==> src/hw/rtl/hsv2rgb_pkg.sv <==
// Package for the HSV to RGB pixel converter: channel width, defaults,
// sector codes and the structures passed between pipeline stages.
// No dependencies.
package hsv2rgb_pkg;

	localparam int CHAN_W = 8;
	localparam int SECTOR_WIDTH_DEF = 16;
	localparam logic [CHAN_W-1:0] WHITE_SCALE_RESET = 8'd15;

	// Hue sectors, named by the two primaries or secondaries at their ends.
	typedef enum logic [2:0] {
		SEC_RED_YELLOW     = 3'd0,
		SEC_YELLOW_GREEN   = 3'd1,
		SEC_GREEN_CYAN     = 3'd2,
		SEC_CYAN_BLUE      = 3'd3,
		SEC_BLUE_MAGENTA   = 3'd4,
		SEC_MAGENTA_RED    = 3'd5
	} sector_t;

	// Values that ride alongside the z calculation.
	typedef struct packed {
		logic [CHAN_W-1:0] high;
		logic [CHAN_W-1:0] low;
		sector_t           sector;
		logic              frac_nz;
	} side_t;

	// Stage enables of the z calculation.
	typedef struct packed {
		logic s2;
		logic s3;
		logic s4;
		logic s5;
	} zc_en_t;

	typedef struct packed {
		logic [CHAN_W-1:0] blue;
		logic [CHAN_W-1:0] green;
		logic [CHAN_W-1:0] red;
	} rgb_t;

endpackage

==> src/hw/rtl/hsv_to_rgb_integer.sv <==
// Integer HSV to RGB converter, six register stages deep.
// An accepted input transaction passes through stages one to six, in order, to its output
// transaction; one pixel is accepted every cycle while the output side takes them.
// Each stage holds at most one pixel and moves on when the stage after it is free,
// so bubbles close up and a stalled output holds six pixels before input stops.
// Reset (arst_n low) empties every stage and sets white_scale to 15.
module hsv_to_rgb_integer #(
	parameter int SECTOR_WIDTH = hsv2rgb_pkg::SECTOR_WIDTH_DEF
) (
	input  logic        clk,
	input  logic        arst_n,
	input  logic        s_tvalid,
	output logic        s_tready,
	input  logic [23:0] s_tdata,   // hue [7:0], saturation [15:8], brightness [23:16]
	output logic        m_tvalid,
	input  logic        m_tready,
	output logic [23:0] m_tdata,   // red [7:0], green [15:8], blue [23:16]
	input  logic        cfg_valid,
	output logic        cfg_ready,
	input  logic [7:0]  cfg_data   // white_scale
);

	localparam int FRAC_W = $clog2(SECTOR_WIDTH);

	logic [hsv2rgb_pkg::CHAN_W-1:0] white_scale_q;

	logic valid_s1, valid_s2, valid_s3, valid_s4, valid_s5, valid_s6;
	logic rdy1, rdy2, rdy3, rdy4, rdy5, rdy6;

	hsv2rgb_pkg::side_t             side_s1;
	hsv2rgb_pkg::side_t             side_s5;
	logic [FRAC_W-1:0]              frac_s1;
	logic [hsv2rgb_pkg::CHAN_W-1:0] sat_s1;
	logic [hsv2rgb_pkg::CHAN_W-1:0] bright_s1;
	logic [hsv2rgb_pkg::CHAN_W-1:0] z_s5;
	hsv2rgb_pkg::rgb_t              rgb_s6;
	hsv2rgb_pkg::zc_en_t            zc_en;

	// The config register is always ready; the user must write it only when the
	// pipeline is empty (not enforced), so no pixel sees a change part way through.
	assign cfg_ready = 1'b1;

	always_ff @(posedge clk or negedge arst_n) begin
		if (!arst_n) begin
			white_scale_q <= hsv2rgb_pkg::WHITE_SCALE_RESET;
		end else if (cfg_valid && cfg_ready) begin
			white_scale_q <= cfg_data;
		end
	end

	// A stage may load when it is empty or when its content moves on in the
	// same cycle. The chain runs back from the output handshake.
	assign rdy6 = !valid_s6 || m_tready;
	assign rdy5 = !valid_s5 || rdy6;
	assign rdy4 = !valid_s4 || rdy5;
	assign rdy3 = !valid_s3 || rdy4;
	assign rdy2 = !valid_s2 || rdy3;
	assign rdy1 = !valid_s1 || rdy2;

	assign s_tready = rdy1;

	always_ff @(posedge clk or negedge arst_n) begin
		if (!arst_n) begin
			valid_s1 <= 1'b0;
			valid_s2 <= 1'b0;
			valid_s3 <= 1'b0;
			valid_s4 <= 1'b0;
			valid_s5 <= 1'b0;
			valid_s6 <= 1'b0;
		end else begin
			if (rdy1) begin
				valid_s1 <= s_tvalid;
			end
			if (rdy2) begin
				valid_s2 <= valid_s1;
			end
			if (rdy3) begin
				valid_s3 <= valid_s2;
			end
			if (rdy4) begin
				valid_s4 <= valid_s3;
			end
			if (rdy5) begin
				valid_s5 <= valid_s4;
			end
			if (rdy6) begin
				valid_s6 <= valid_s5;
			end
		end
	end

	assign zc_en = '{s2: rdy2, s3: rdy3, s4: rdy4, s5: rdy5};

	hsv2rgb_front #(
		.SECTOR_WIDTH (SECTOR_WIDTH)
	) u_front (
		.clk         (clk),
		.en          (rdy1),
		.hue         (s_tdata[7:0]),
		.saturation  (s_tdata[15:8]),
		.brightness  (s_tdata[23:16]),
		.white_scale (white_scale_q),
		.side_s1     (side_s1),
		.frac_s1     (frac_s1),
		.sat_s1      (sat_s1),
		.bright_s1   (bright_s1)
	);

	hsv2rgb_zcalc #(
		.SECTOR_WIDTH (SECTOR_WIDTH)
	) u_zcalc (
		.clk       (clk),
		.en        (zc_en),
		.side_s1   (side_s1),
		.frac_s1   (frac_s1),
		.sat_s1    (sat_s1),
		.bright_s1 (bright_s1),
		.side_s5   (side_s5),
		.z_s5      (z_s5)
	);

	hsv2rgb_mix u_mix (
		.clk     (clk),
		.en      (rdy6),
		.side_s5 (side_s5),
		.z_s5    (z_s5),
		.rgb_s6  (rgb_s6)
	);

	assign m_tvalid = valid_s6;
	assign m_tdata  = {rgb_s6.blue, rgb_s6.green, rgb_s6.red};

	// With every stage full and the output stalled, no new pixel may enter.
	a_full_blocks: assert property (@(posedge clk) disable iff (!arst_n)
		(valid_s1 && valid_s2 && valid_s3 && valid_s4 && valid_s5 && valid_s6
			&& !m_tready) |-> !s_tready)
		else $error("input accepted while the pipeline is full and stalled");

	// A free output lets every stage advance, so the input is then ready.
	a_ready_passes: assert property (@(posedge clk) disable iff (!arst_n)
		m_tready |-> s_tready)
		else $error("input not ready although the output side is ready");

	// The hue table yields only the six sector codes.
	a_sector_range: assert property (@(posedge clk) disable iff (!arst_n)
		valid_s1 |-> (side_s1.sector <= hsv2rgb_pkg::SEC_MAGENTA_RED))
		else $error("sector code out of range in stage one");

	// A pixel in the last stage that is not taken stays there.
	a_out_holds: assert property (@(posedge clk) disable iff (!arst_n)
		(valid_s6 && !m_tready) |=> (valid_s6 && $stable(rgb_s6)))
		else $error("stalled result lost or changed");

endmodule

==> src/hw/rtl/hsv2rgb_front.sv <==
// First pipeline stage: hue lookup (fraction and sector) and the high and
// low channel products. Depends on hsv2rgb_pkg.
module hsv2rgb_front #(
	parameter int SECTOR_WIDTH = hsv2rgb_pkg::SECTOR_WIDTH_DEF,
	localparam int FRAC_W = $clog2(SECTOR_WIDTH)
) (
	input  logic                            clk,
	input  logic                            en,
	input  logic [hsv2rgb_pkg::CHAN_W-1:0]  hue,
	input  logic [hsv2rgb_pkg::CHAN_W-1:0]  saturation,
	input  logic [hsv2rgb_pkg::CHAN_W-1:0]  brightness,
	input  logic [hsv2rgb_pkg::CHAN_W-1:0]  white_scale,
	output hsv2rgb_pkg::side_t              side_s1,
	output logic [FRAC_W-1:0]               frac_s1,
	output logic [hsv2rgb_pkg::CHAN_W-1:0]  sat_s1,
	output logic [hsv2rgb_pkg::CHAN_W-1:0]  bright_s1
);

	localparam int HUE_N = 2 ** hsv2rgb_pkg::CHAN_W;
	localparam int PROD_W = 2 * hsv2rgb_pkg::CHAN_W;

	logic [FRAC_W-1:0]          frac_tab [HUE_N];
	hsv2rgb_pkg::sector_t       sec_tab  [HUE_N];
	logic [hsv2rgb_pkg::CHAN_W-1:0] diff;
	logic [PROD_W-1:0]          high_full;
	logic [PROD_W-1:0]          low_full;

	// Constant tables of the hue split into sector and position within it.
	for (genvar i = 0; i < HUE_N; i++) begin : g_tab
		localparam int FRAC = i % SECTOR_WIDTH;
		localparam int SEC  = (i % (6 * SECTOR_WIDTH)) / SECTOR_WIDTH;
		assign frac_tab[i] = FRAC_W'(FRAC);
		assign sec_tab[i]  = hsv2rgb_pkg::sector_t'(3'(SEC));
	end

	assign diff      = white_scale - saturation;
	assign high_full = PROD_W'(brightness) * PROD_W'(white_scale);
	assign low_full  = PROD_W'(brightness) * PROD_W'(diff);

	always_ff @(posedge clk) begin
		if (en) begin
			side_s1.high    <= high_full[hsv2rgb_pkg::CHAN_W-1:0];
			side_s1.low     <= low_full[hsv2rgb_pkg::CHAN_W-1:0];
			side_s1.sector  <= sec_tab[hue];
			side_s1.frac_nz <= (frac_tab[hue] != '0);
			frac_s1         <= frac_tab[hue];
			sat_s1          <= saturation;
			bright_s1       <= brightness;
		end
	end

endmodule

==> src/hw/rtl/hsv2rgb_zcalc.sv <==
// Stages two to five: z = saturation * ((brightness * frac) mod 256) / width,
// the division done as a reciprocal multiply with a one-step correction.
// Depends on hsv2rgb_pkg.
module hsv2rgb_zcalc #(
	parameter int SECTOR_WIDTH = hsv2rgb_pkg::SECTOR_WIDTH_DEF,
	localparam int FRAC_W = $clog2(SECTOR_WIDTH)
) (
	input  logic                            clk,
	input  hsv2rgb_pkg::zc_en_t             en,
	input  hsv2rgb_pkg::side_t              side_s1,
	input  logic [FRAC_W-1:0]               frac_s1,
	input  logic [hsv2rgb_pkg::CHAN_W-1:0]  sat_s1,
	input  logic [hsv2rgb_pkg::CHAN_W-1:0]  bright_s1,
	output hsv2rgb_pkg::side_t              side_s5,
	output logic [hsv2rgb_pkg::CHAN_W-1:0]  z_s5
);

	localparam int CW        = hsv2rgb_pkg::CHAN_W;
	localparam int VF_W      = CW + FRAC_W;
	localparam int N_W       = 2 * CW;
	localparam int DIV_SHIFT = N_W + CW;
	localparam int MULT_W    = DIV_SHIFT;
	localparam logic [MULT_W-1:0] DIV_MULT = MULT_W'((2 ** DIV_SHIFT) / SECTOR_WIDTH);
	localparam int PROD_W    = N_W + MULT_W;
	localparam int QW_W      = 32;

	logic [VF_W-1:0]   vf_full;
	logic [PROD_W-1:0] recip_full;
	logic [QW_W-1:0]   qw_full;
	logic [N_W-1:0]    rem;

	hsv2rgb_pkg::side_t side_s2, side_s3, side_s4;
	logic [CW-1:0]  vf_s2;
	logic [CW-1:0]  sat_s2;
	logic [N_W-1:0] n_s3;
	logic [N_W-1:0] n_s4;
	logic [N_W-1:0] q_s4;

	assign vf_full    = VF_W'(bright_s1) * VF_W'(frac_s1);
	assign recip_full = PROD_W'(n_s3) * PROD_W'(DIV_MULT);
	assign qw_full    = QW_W'(q_s4) * QW_W'(SECTOR_WIDTH);
	assign rem        = n_s4 - qw_full[N_W-1:0];

	always_ff @(posedge clk) begin
		if (en.s2) begin
			vf_s2   <= vf_full[CW-1:0];
			sat_s2  <= sat_s1;
			side_s2 <= side_s1;
		end
		if (en.s3) begin
			n_s3    <= N_W'(sat_s2) * N_W'(vf_s2);
			side_s3 <= side_s2;
		end
		if (en.s4) begin
			// Estimate is the true quotient or one below it.
			q_s4    <= recip_full[PROD_W-1:DIV_SHIFT];
			n_s4    <= n_s3;
			side_s4 <= side_s3;
		end
		if (en.s5) begin
			z_s5    <= q_s4[CW-1:0] + CW'(rem >= N_W'(SECTOR_WIDTH));
			side_s5 <= side_s4;
		end
	end

endmodule

==> src/hw/rtl/hsv2rgb_mix.sv <==
// Final stage: forms the rising and falling levels and routes the four
// levels onto red, green and blue by sector. Depends on hsv2rgb_pkg.
module hsv2rgb_mix (
	input  logic                            clk,
	input  logic                            en,
	input  hsv2rgb_pkg::side_t              side_s5,
	input  logic [hsv2rgb_pkg::CHAN_W-1:0]  z_s5,
	output hsv2rgb_pkg::rgb_t               rgb_s6
);

	logic [hsv2rgb_pkg::CHAN_W-1:0] rising;
	logic [hsv2rgb_pkg::CHAN_W-1:0] falling;
	hsv2rgb_pkg::rgb_t              rgb;

	always_comb begin
		if (side_s5.frac_nz) begin
			rising  = side_s5.low + z_s5;
			falling = side_s5.high - z_s5 - 8'd1;
		end else begin
			rising  = side_s5.low;
			falling = side_s5.high;
		end
	end

	always_comb begin
		unique case (side_s5.sector)
			hsv2rgb_pkg::SEC_RED_YELLOW: begin
				rgb = '{blue: side_s5.low, green: rising, red: side_s5.high};
			end
			hsv2rgb_pkg::SEC_YELLOW_GREEN: begin
				rgb = '{blue: side_s5.low, green: side_s5.high, red: falling};
			end
			hsv2rgb_pkg::SEC_GREEN_CYAN: begin
				rgb = '{blue: rising, green: side_s5.high, red: side_s5.low};
			end
			hsv2rgb_pkg::SEC_CYAN_BLUE: begin
				rgb = '{blue: side_s5.high, green: falling, red: side_s5.low};
			end
			hsv2rgb_pkg::SEC_BLUE_MAGENTA: begin
				rgb = '{blue: side_s5.high, green: side_s5.low, red: rising};
			end
			default: begin
				rgb = '{blue: falling, green: side_s5.low, red: side_s5.high};
			end
		endcase
	end

	always_ff @(posedge clk) begin
		if (en) begin
			rgb_s6 <= rgb;
		end
	end

endmodule
==> config.mk <==
export PLATFORM = sky130hd
export DESIGN_NAME = hsv_to_rgb_integer
export DESIGN_NICKNAME = d
export VERILOG_FILES = /design/src/hw/rtl/hsv2rgb_pkg.sv /design/src/hw/rtl/hsv_to_rgb_integer.sv /design/src/hw/rtl/hsv2rgb_front.sv /design/src/hw/rtl/hsv2rgb_zcalc.sv /design/src/hw/rtl/hsv2rgb_mix.sv
export SDC_FILE = /design/constraint.sdc
export NUM_CORES = 1
export LEC_CHECK = 0
export BUFFER_PORTS_ARGS = -buffer_cell sky130_fd_sc_hd__buf_2
export CORE_AREA = 2 2 213 110
export CTS_CLUSTER_DIAMETER = 150
export DETAILED_ROUTE_END_ITERATION = 7
export DIE_AREA = 0 0 215 112
export PLACE_DENSITY = 0.74
export SYNTH_ARGS = -nofsm -noshare
export SYNTH_HDL_FRONTEND = slang
export SYNTH_SLANG_ARGS = --single-unit
export TNS_END_PERCENT = 100
==> constraint.sdc <==
create_clock -name clk -period 9.44 [get_ports clk]
set_input_delay 2.832 -clock clk [delete_from_list [all_inputs] [get_ports clk]]
set_output_delay 2.832 -clock clk [all_outputs]
set_load 0.01 [all_outputs]
Yosys cells after proc, flatten, opt, wreduce, memory -nomap -nowiden
Memory sizes are Yosys's and may differ from the RTL's. A register that Yosys moved wholly into a read port is not among the register bits.
Cells that the tools add are included.
{"block": "totals", "ff_bits": 223, "romBits": 1792, "mem_count": 2}
{"block": "op_classes", "n_addsub": 6, "reduce_logical": 14, "mux": 5, "eq_ne": 4, "n_bitwise": 1, "mul": 4, "order_cmp": 2}
{"memory": "(no name shown)", "depth": 256, "width": 4, "read_ports": 1, "rd_ports_with_merged_regs": 0, "wr": 0, "line": "hsv2rgb_front.sv:45", "text": "side_s1.frac_nz <= (frac_tab[hue] != '0);"}
{"memory": "(no name shown)", "depth": 256, "width": 3, "read_ports": 1, "rd_ports_with_merged_regs": 1, "wr": 0, "line": "hsv2rgb_front.sv:44", "text": "side_s1.sector <= sec_tab[hue];"}
{"operator": "24-bit one-hot mux with 5 select lines", "n": 1}
{"operator": "16-bit by 5-bit greater-or-equal comparator with 1-bit output, second input constant", "n": 1}
{"operator": "8-bit by 8-bit multiplier with 16-bit output", "n": 1}
{"operator": "8-bit by 8-bit multiplier with 8-bit output", "n": 2}
{"operator": "8-bit 2-to-1 mux", "n": 2}
{"operator": "16-bit subtractor", "n": 1}
{"operator": "8-bit subtractor", "n": 2}
{"operator": "9-bit greater-or-equal comparator, second input constant", "n": 1}
{"operator": "8-bit NOT with 9-bit output", "n": 1}
{"operator": "8-bit by 1-bit adder with 8-bit output", "n": 1}
{"operator": "8-bit adder", "n": 1}
{"operator": "8-bit by 4-bit multiplier with 8-bit output", "n": 1}
{"operator": "4-bit 2-to-1 mux", "n": 2}
{"operator": "8-bit by 1-bit subtractor with 8-bit output, second input constant", "n": 1}
{"operator": "3-bit by 2-bit equality test with 1-bit output, second input constant", "n": 2}
{"operator": "1-bit zero test", "n": 6}
{"operator": "1-bit logical OR", "n": 6}
{"operator": "4-bit nonzero test", "n": 1}
{"operator": "3-bit by 1-bit equality test with 1-bit output, second input constant", "n": 1}
{"operator": "3-bit equality test, second input constant", "n": 1}
{"operator": "3-bit zero test", "n": 1}

Depth between registers and ports, before layout
Gate-level depths: netlist of the first run.
{"block": "logic_depth", "word_depth": 7, "mapped_depth": 22, "ltp_nobuf": 22}

Modules after synthesis
A second synthesis of the first run with hierarchy kept.
{"block": "unflattened", "hier_cells": 1032, "hier_area_um2": 12345.6}
{"module": "hsv2rgb_zcalc", "cells_per_inst": 367, "area_per_inst_um2": 5843.1, "instances": 1, "seq_area_each_um2": 3603.5}
{"module": "hsv2rgb_front", "cells_per_inst": 317, "area_per_inst_um2": 3450.8, "instances": 1, "seq_area_each_um2": 1201.2}
{"module": "hsv2rgb_mix", "cells_per_inst": 309, "area_per_inst_um2": 2491.1, "instances": 1, "seq_area_each_um2": 720.7}
{"module": "hsv_to_rgb_integer", "cells_per_inst": 39, "area_per_inst_um2": 560.5, "instances": 1, "seq_area_each_um2": 355.3}

Worst setup path after synthesis of the first run
OpenSTA, ideal clock, no wires.
{"block": "synth_timing", "kind": "input-to-output", "startpoint": "input port m_tready", "endpoint": "output port s_tready", "arrival_ps": 4949, "stages": 4, "n_path_buf": 0, "path_slack_ps": 1659, "required_ps": 6608, "cell_sequence": "nand2b_1 -> nor2_1 -> and3_1 -> nand3_1"}
{"block": "synth_between", "elab_chain_cells": 6}
{"item": "start: declaration", "line": "hsv_to_rgb_integer.sv:16", "text": "input logic m_tready,"}
{"item": "1-bit logical OR", "line": "hsv_to_rgb_integer.sv:53", "text": "assign rdy6 = !valid_s6 || m_tready;"}
{"item": "1-bit logical OR", "line": "hsv_to_rgb_integer.sv:54", "text": "assign rdy5 = !valid_s5 || rdy6;"}
{"item": "1-bit logical OR", "line": "hsv_to_rgb_integer.sv:55", "text": "assign rdy4 = !valid_s4 || rdy5;"}
{"item": "1-bit logical OR", "line": "hsv_to_rgb_integer.sv:56", "text": "assign rdy3 = !valid_s3 || rdy4;"}
{"item": "1-bit logical OR", "line": "hsv_to_rgb_integer.sv:57", "text": "assign rdy2 = !valid_s2 || rdy3;"}
{"item": "1-bit logical OR", "line": "hsv_to_rgb_integer.sv:58", "text": "assign rdy1 = !valid_s1 || rdy2;"}
{"item": "end: declaration", "line": "hsv_to_rgb_integer.sv:13", "text": "output logic s_tready,"}
Every way passes these cells.

Final worst setup path of the first run
{"block": "layout_timing", "startpoint": "input port s_tdata[8]", "endpoint": "register, netlist name u_front.side_s1[11]"}
{"block": "layout_between", "elab_chain_cells": 2}
{"item": "start: declaration", "line": "hsv_to_rgb_integer.sv:14", "text": "input logic [23:0] s_tdata,"}
{"item": "8-bit subtractor", "line": "hsv2rgb_front.sv:36", "text": "assign diff = white_scale - saturation;"}
{"item": "8-bit by 8-bit multiplier with 8-bit output", "line": "hsv2rgb_front.sv:38", "text": "assign low_full = PROD_W'(brightness) * PROD_W'(diff);"}
{"item": "via u_front.low_full[7]", "line": "hsv2rgb_front.sv:26", "text": "logic [PROD_W-1:0] low_full;"}
The timed path passes the listed nets, and every way through them passes these cells.
A chain may end at the register's enable or synchronous reset.

==> impl_metrics.csv, run 1 <==
group,metric,value,unit
outcome,status,"finished, final reports clean",
cts,numCtsBuffers,17,
setup_path,cp-endpoint,"u_front.side_s1[11]$_DFFE_PP_",
global_routing,grt_antenna_before_repair,0,
cts,cts_htree_levels,4,
timing,holdWs,417,ps
pwr,p_sw_share,38.6,%
cells_and_area,layout_commonest_cell,"edfxtp_1",
pwr,p_int,2.81,mW
cells_and_area,layout_common_cells,"edfxtp_1 (184), inv_1 (139), nand2_1 (95)",
die,dieArea,24100,sq um
pwr,comb_power_share,49.9,%
cells_and_area,layout-drive-gt1-share,11.3,%
setup_path,end_kind,"flip-flop",
timing,slew-limit-headroom,22.7,%
synth,ys_types,59,
cells_and_area,fill_cells,1810,
synth,yosysTopAreaCell,"edfxtp_1",
route,drtAntennaViolNets,0,
global_routing,grt_first_pass_wirelength,38.8,mm
global_routing,grtUsageTotal,20.9,%
synth,ys_seq_area_share,48.8,%
timing,setup_viol,0,
timing,rsz0062_at_grt,"no",
route,route.detailed.drc,0,
cts,cts_setup_buffers,0,
setup_path,r2r_cells,21,
pwr,power,4.59,mW
synth,ys_ff_latch,198,
pwr,switchingPower,1.77,mW
timing,final.min_clock_period,7460,ps
cells_and_area,diodes,0,
setup_path,rr_startpoint,"white_scale_q[0]$_DFFE_PN1P_",
setup_path,required,9620,ps
die,die_w,215,um
setup_path,reg2reg_to,"u_front.side_s1[11]$_DFFE_PP_",
synth,yosysWarnings,0,
synth,synth_edf_count,184,
route,vias,7299,
pwr,clkPwrFrac,15.2,%
cts,cts_tree,"built",
pwr,power_leakage,5.76,nW
job,maxCapViolCount,0,
synth,synth_area,12100,sq um
cells_and_area,layout.nets,1267,
synth,synth.top_cells.by_area,"edfxtp_1 (46%), fa_1 (11%), ha_1 (8.6%)",
cts,clk_pin_slew_worst_paths,70,ps
timing,tns,0,ps
placed_design,dp_hpwl,17.8,mm
pwr,power_density,345,nW/um^2
cts,ctsHoldBuffers,0,
setup_path,r2r_slack,3730,ps
route,wire_per_inst,16.6,um
die,dieHeight,112,um
timing,fmax,0.134,GHz
synth,syn-num-nets,1202,
synth,postSynthAreaPerCell,11.9,sq um
global_routing,grt_max_degree,43,
pwr,vdd_drop_max,0.000267,V
setup_path,cp.arrival,7640,ps
die,initial_core_util,54.0,%
timing,report.final.slew_viol_count,0,
placed_design,gp_congestion,0.885,
timing,hold_viol_final,0,
synth,netlist.area_leader.share,45.8,%
global_routing,grt_pass1_vias,7473,
timing,min_period_over_period,79.0,%
timing,tightestPinTransition,1160,ps
route,drt_iter0_drc,632,
setup_path,critical_path.startpoint_type,"input port",
placed_design,portBuffers,62,
die,row_count,39,
cts,cts-resized-gates,0,
die,core-area,22300,sq um
die,ioPinCount,64,
synth,ys.flop_type,"edfxtp_1",
synth,synthCells,1015,
cts,clock_path_buffers,2,
route,dr.pass1.iters,5,
route,routed_wl,23.3,mm
route,viasPerCell,5.21,
global_routing,gr-total-overflow,0,
timing,fin_worst_skew,12.1,ps
cells_and_area,area_growth,10.2,%
synth,async_reset_ff_share,7.07,%
pwr,p_seq_share,34.9,%
cts,clk_latency,430,ps
setup_path,criticalPathCategory,"in -> reg",
setup_path,path_max_fanout,4,
setup_path,crit_start,"s_tdata[8]",
cts,cts_sinks,198,
min_path,worstHoldPathType,"reg -> reg",
cts,cts_root_buffer,"clkbuf_16",
-- registers in the layout, summed over array words and instances (netlist names) --
| register | flops |
|---|---|
| u_zcalc.n_s3 | 8 |
| u_zcalc.side_s2 | 20 |
| u_zcalc.sat_s2 | 8 |
| u_front.sat_s1 | 8 |
| u_mix.rgb_s6 | 24 |
| valid_s2 | 1 |
| valid_s5 | 1 |
| m_tvalid | 1 |
| u_zcalc.vf_s2 | 8 |
| u_zcalc.z_s5 | 8 |
| valid_s3 | 1 |
| u_zcalc.side_s3 | 20 |
| u_zcalc.n_s4 | 8 |
| u_front.bright_s1 | 8 |
| valid_s1 | 1 |
| white_scale_q | 8 |
| u_zcalc.side_s5 | 20 |
| valid_s4 | 1 |
| u_zcalc.side_s4 | 20 |
| u_front.side_s1 | 20 |
| u_front.frac_s1 | 4 |
-- cells by family (layout without fill, tap and decap cells) --
| family | after synthesis | after routing | share of synthesized area [%] |
|---|---|---|---|
| xor gates and xnor gates | 74 | 74 | 5.55 |
| other | 1 | 1 | 0.0311 |
| AOI/OAI and AO/OA | 130 | 130 | 6.74 |
| and+or+nand+nor | 272 | 272 | 11.6 |
| DFF | 198 | 198 | 48.8 |
| muxes | 28 | 28 | 2.46 |
| adders and majority gates | 150 | 150 | 19.7 |
| buffers and inverters | 162 | 240 | 5.09 |
-- layer usage --
| metal | track usage (%) | part of all wire (%) | routed length (um) |
|---|---|---|---|
| met5 | 0 | 0 | 0 |
| met4 | 4.23 | 0.69 | 161 |
| met3 | 5.96 | 7.8 | 1810 |
| met2 | 29.7 | 41 | 9520 |
| met1 | 32.1 | 51 | 11800 |
-- Yosys cell counts (all sizes together), types with 2 or more instances --
cell type	instances
o21ai	36
or2	3
o221ai	4
ha	83
nor2	27
nand3	8
a31oi	4
and2	85
inv	139
nor2b	27
nand3b	2
nor3b	2
a22oi	3
nand2b	11
nand2	96
mux2	13
buf	4
mux2i	15
edfxtp	184
a311o	2
a221oi	2
xor2	12
xnor2	61
a211oi	4
a21boi	2
clkbuf	19
o211ai	5
a21oi	38
dfstp	4
dfrtp	10
a21o	15
nor3	5
o21bai	6
fa	67
-- how the worst min path moves through the flow --
stage                     cells past startpoint                     startpoint                       endpoint  slack, ps
after global routing                          0  u_zcalc.side_s4[18]$_DFFE_PP_  u_zcalc.side_s5[18]$_DFFE_PP_        420
final                                         0  u_zcalc.side_s2[14]$_DFFE_PP_  u_zcalc.side_s3[14]$_DFFE_PP_        420
after global placement                        0  u_front.side_s1[19]$_DFFE_PP_  u_zcalc.side_s2[19]$_DFFE_PP_        400
after detailed placement                      0  u_front.side_s1[12]$_DFFE_PP_  u_zcalc.side_s2[12]$_DFFE_PP_        400
after CTS                                     0  u_zcalc.side_s2[14]$_DFFE_PP_  u_zcalc.side_s3[14]$_DFFE_PP_        420
after floorplan                               0     u_zcalc.n_s3[10]$_DFFE_PP_     u_zcalc.n_s4[10]$_DFFE_PP_        400
-- power groups by stage --
stage               registers, mW  clock network [mW]  logic [mW]
finish                       1.60               0.697        2.29
detailed placement           1.62                   0        2.28
global route                 1.64               0.744        2.62
global placement             1.61                   0        2.23
CTS                          1.60               0.709        2.31
floorplan                    1.56                   0        1.73
-- per-stage QoR --
stage / setup slack (ps) / instance area [sq um] / utilization [%] / std cells
3_5_place_dp: 1530 / 12700 / 56.9 / 1368
6_report: 1980 / 13300 / 59.5 / 1400
5_1_grt: 1740 / 13300 / 59.5 / 1400
2_1_floorplan: 1660 / 12100 / - / 1015
4_1_cts: 1990 / 13300 / 59.5 / 1400
3_3_place_gp: 1620 / 12700 / 56.9 / 1368
-- area by class of cell --
class / count / area (sq um) / share of cell area (%)
Sequential cell: 198 / 5880 / 44.3
Clock inverter: 15 / 144 / 1.08
Multi-Input combinational cell: 655 / 5570 / 41.9
Timing Repair Buffer: 69 / 363 / 2.73
Clock buffer: 17 / 425 / 3.20
Inverter: 139 / 522 / 3.93
Tap cell: 307 / 384 / 2.89
-- worst max-delay path, cell delays in order --
cell and delay [ps]:
buf_2 110, ha_1 250, fa_1 410, nor2b_1 140, nor3_1 70, o21bai_1 170, xnor2_1 200, and2_1 210
fa_1 440, fa_1 490, ha_1 290, inv_1 50, fa_1 540, inv_1 50, ha_1 340, a21o_1 200
a21oi_1 170, xnor2_1 160, xnor2_1 160, xnor2_1 140, xnor3_1 220
Power figures use the tool's default switching activity.
==> run 2, diff against run 1 <==
- PLACE_DENSITY: 0.74 -> 0.77
- clock period: 9.44 -> 6.8 ns (I/O delays scaled with it)
==> run 2 against run 1 <==
Core utilization grew 0.29 points; global-route usage increased by 0.57 points; first-iteration DRC count increased by 6.6%; wire length is 3.5% higher; sequential power grew 38%; register-to-register slack got worse by 2600 ps; clock-buffer cell count unchanged; combinational power rose by 45%; sequential share of layout area shrank 0.22 points; clock skew up 3.0 ps.
==> impl_metrics.csv, run 2 (same netlist as run 1, synthesis figures left out) <==
group,metric,value,unit
route,route.detailed.drc,0,
min_path,worstHoldStart,"u_front.side_s1[10]$_DFFE_PP_",
route,drt_iter0_drc,674,
timing,holdWs,416,ps
timing,hold_viol_final,0,
setup_path,end_kind,"flip-flop",
placed_design,numPlacedInstances,1373,
cells_and_area,layout-drive-gt1-share,12.1,%
setup_path,r2r_cells,20,
cells_and_area,regArea,5880,sq um
die,initial_core_util,54.0,%
cts,ctsHoldBuffers,0,
cts,cts_sinks,198,
cts,numCtsBuffers,17,
global_routing,gr-total-overflow,0,
route,vias,7526,
pwr,power_density,488,nW/um^2
route,drtAntennaViolNets,0,
cells_and_area,layout.nets,1272,
route,routed_wl,24.1,mm
cts,cts_root_buffer,"clkbuf_16",
setup_path,rr_startpoint,"white_scale_q[0]$_DFFE_PN1P_",
min_path,worstHoldPathType,"reg -> reg",
placed_design,place_area,12800,sq um
placed_design,dp_hpwl,18.4,mm
setup_path,cp.depth,20,
cells_and_area,area_growth,10.7,%
setup_path,cpLargestDelayFamily,"adder cells",
timing,setup_viol,0,
route,wl_met3,1.55,mm
setup_path,cp_slowest_cell,"fa_1",
cells_and_area,diodes,0,
setup_path,critical_path.startpoint_type,"input port",
pwr,power,6.52,mW
cts,cts_tree,"built",
cells_and_area,largest_register,"u_mix.rgb_s6",
cts,cts_htree_levels,4,
placed_design,portBuffers,62,
setup_path,criticalPathCategory,"in -> reg",
timing,report.final.slew_viol_count,0,
cells_and_area,layout_common_cells,"edfxtp_1 (184), inv_1 (139), nand2_1 (95)",
setup_path,cp_cell_sequence,"buf_2 > ha_1 > fa_2 > nor2b_1 > nor3_1 > o21bai_1 > xnor2_1 > and2_1 > fa_1 > inv_1 > fa_1 > fa_1 > fa_1 > inv_1 > ha_1 > a21oi_2 > xnor2_1 > xnor2_1 > xnor2_1 > xnor3_1",
route,wire_per_inst,17.2,um
timing,rsz0062_at_grt,"no",
die,row_count,39,
route,wl_met2,10.3,mm
global_routing,grt_first_pass_wirelength,39.8,mm
timing,tightestPinTransition,1180,ps
die,core-area,22300,sq um
cells_and_area,fill_cells,1840,
cells_and_area,final_area,13400,sq um
cts,clk_pin_slew_worst_paths,80,ps
pwr,power_leakage,5.79,nW
die,dieArea,24100,sq um
setup_path,crit_start,"s_tdata[8]",
job,maxCapViolCount,0,
die,dieHeight,112,um
timing,fin_worst_skew,15.1,ps
die,die_w,215,um
global_routing,grt_max_degree,43,
route,dr.pass1.iters,5,
setup_path,crit_buf_inv,3,
timing,final.min_clock_period,6590,ps
cells_and_area,layout_commonest_cell,"edfxtp_1",
global_routing,grt_pass1_vias,7537,
setup_path,required,6990,ps
timing,min_period_over_period,96.9,%
route,wl_met1,12.0,mm
setup_path,reg2reg_to,"u_front.side_s1[11]$_DFFE_PP_",
cells_and_area,multi_input_area,5580,sq um
pwr,vdd_drop_max,0.000385,V
setup_path,r2r_slack,1170,ps
outcome,status,"finished, final reports clean",
timing,slew-limit-headroom,21.4,%
timing,fmax,0.152,GHz
cts,clk_latency,440,ps
setup_path,cp.arrival,6780,ps
setup_path,critPathMaxStageDelay,540,ps
cells_and_area,final_cell_count_no_fill,1405,
setup_path,cp-endpoint,"u_front.side_s1[11]$_DFFE_PP_",
global_routing,grt_antenna_before_repair,0,
cts,clock_path_buffers,2,
placed_design,gp_congestion,0.882,
setup_path,path_max_fanout,4,
die,ioPinCount,64,
route,routed.top_layer,"met4",
global_routing,grtUsageTotal,21.5,%
cells_and_area,largest_reg_flops,24,
route,viasPerCell,5.36,
==> run 2: changes by cell type in the layout (fill, tap and decap cells not counted), sizes merged <==
cell	before	now
clkinv	7	5
clkinvlp	1	3
buf	69	74
==> run 2: final cells by class <==
type / count / share of cell area, %
multi-input combinational: 655 / 41.8
timing repair buffer: 74 / 3.00
clock buffer: 17 / 3.19
clock inverter: 15 / 1.24
inverter: 139 / 3.91
tap: 307 / 2.88
sequential: 198 / 44.0
==> run 2: per-layer routing <==
metal	vias up	global-route usage (%)
li1	3569	-
met1	3700	33.3
met2	240	30.8
met3	17	4.37
met4	0	5.84
met5	-	0
==> run 2: worst min path at each step <==
| stage | slack (ps) | endpoint | cells after the start |
|---|---|---|---|
| 6_report | 420 | u_zcalc.side_s2[10]$_DFFE_PP_ | 0 |
| 3_3_place_gp | 400 | u_zcalc.side_s3[8]$_DFFE_PP_ | 0 |
| 2_1_floorplan | 400 | u_zcalc.n_s4[10]$_DFFE_PP_ | 0 |
| 4_1_cts | 420 | u_zcalc.side_s2[10]$_DFFE_PP_ | 0 |
| 5_1_grt | 420 | u_zcalc.side_s4[3]$_DFFE_PP_ | 0 |
| 3_5_place_dp | 400 | u_zcalc.sat_s2[2]$_DFFE_PP_ | 0 |
==> run 2: stage by stage <==
| stage | setup slack [ps] | TNS, ps | util [%] |
|---|---|---|---|
| after floorplan | 109 | 0 | - |
| after global placement | -116 | -116 | 57.1 |
| after detailed placement | -282 | -282 | 57.1 |
| after CTS | 175 | 0 | 59.7 |
| after global routing | 17.8 | 0 | 59.8 |
| final | 208 | 0 | 59.8 |
==> run 2: timing repair <==
| item | in CTS | in global routing |
|---|---|---|
| buffers inserted | 0 | 0 |
| setup endpoints to repair | 0 | 1 |
| gates resized for setup | 0 | 2 |
==> run 2: worst register-to-register path: stages (launching register included) <==
cell,delay (ps)
dfstp_2,670
inv_1,90
ha_1,220
fa_2,350
nor2b_1,130
nor3_1,80
o21bai_1,170
xnor2_1,180
and2_1,200
fa_1,430
inv_1,120
fa_1,440
fa_1,490
fa_1,540
inv_1,40
ha_1,320
a21oi_2,190
xnor2_1,150
xnor2_1,160
xnor2_1,160
xnor3_1,240
==> run 2: power breakdown <==
part | internal, mW | switching [mW] | leakage, nW
Clock | 0.520 | 0.470 | 0.279
Sequential | 1.98 | 0.239 | 2.05
Combinational | 1.45 | 1.87 | 3.46
Total | 3.95 | 2.57 | 5.79
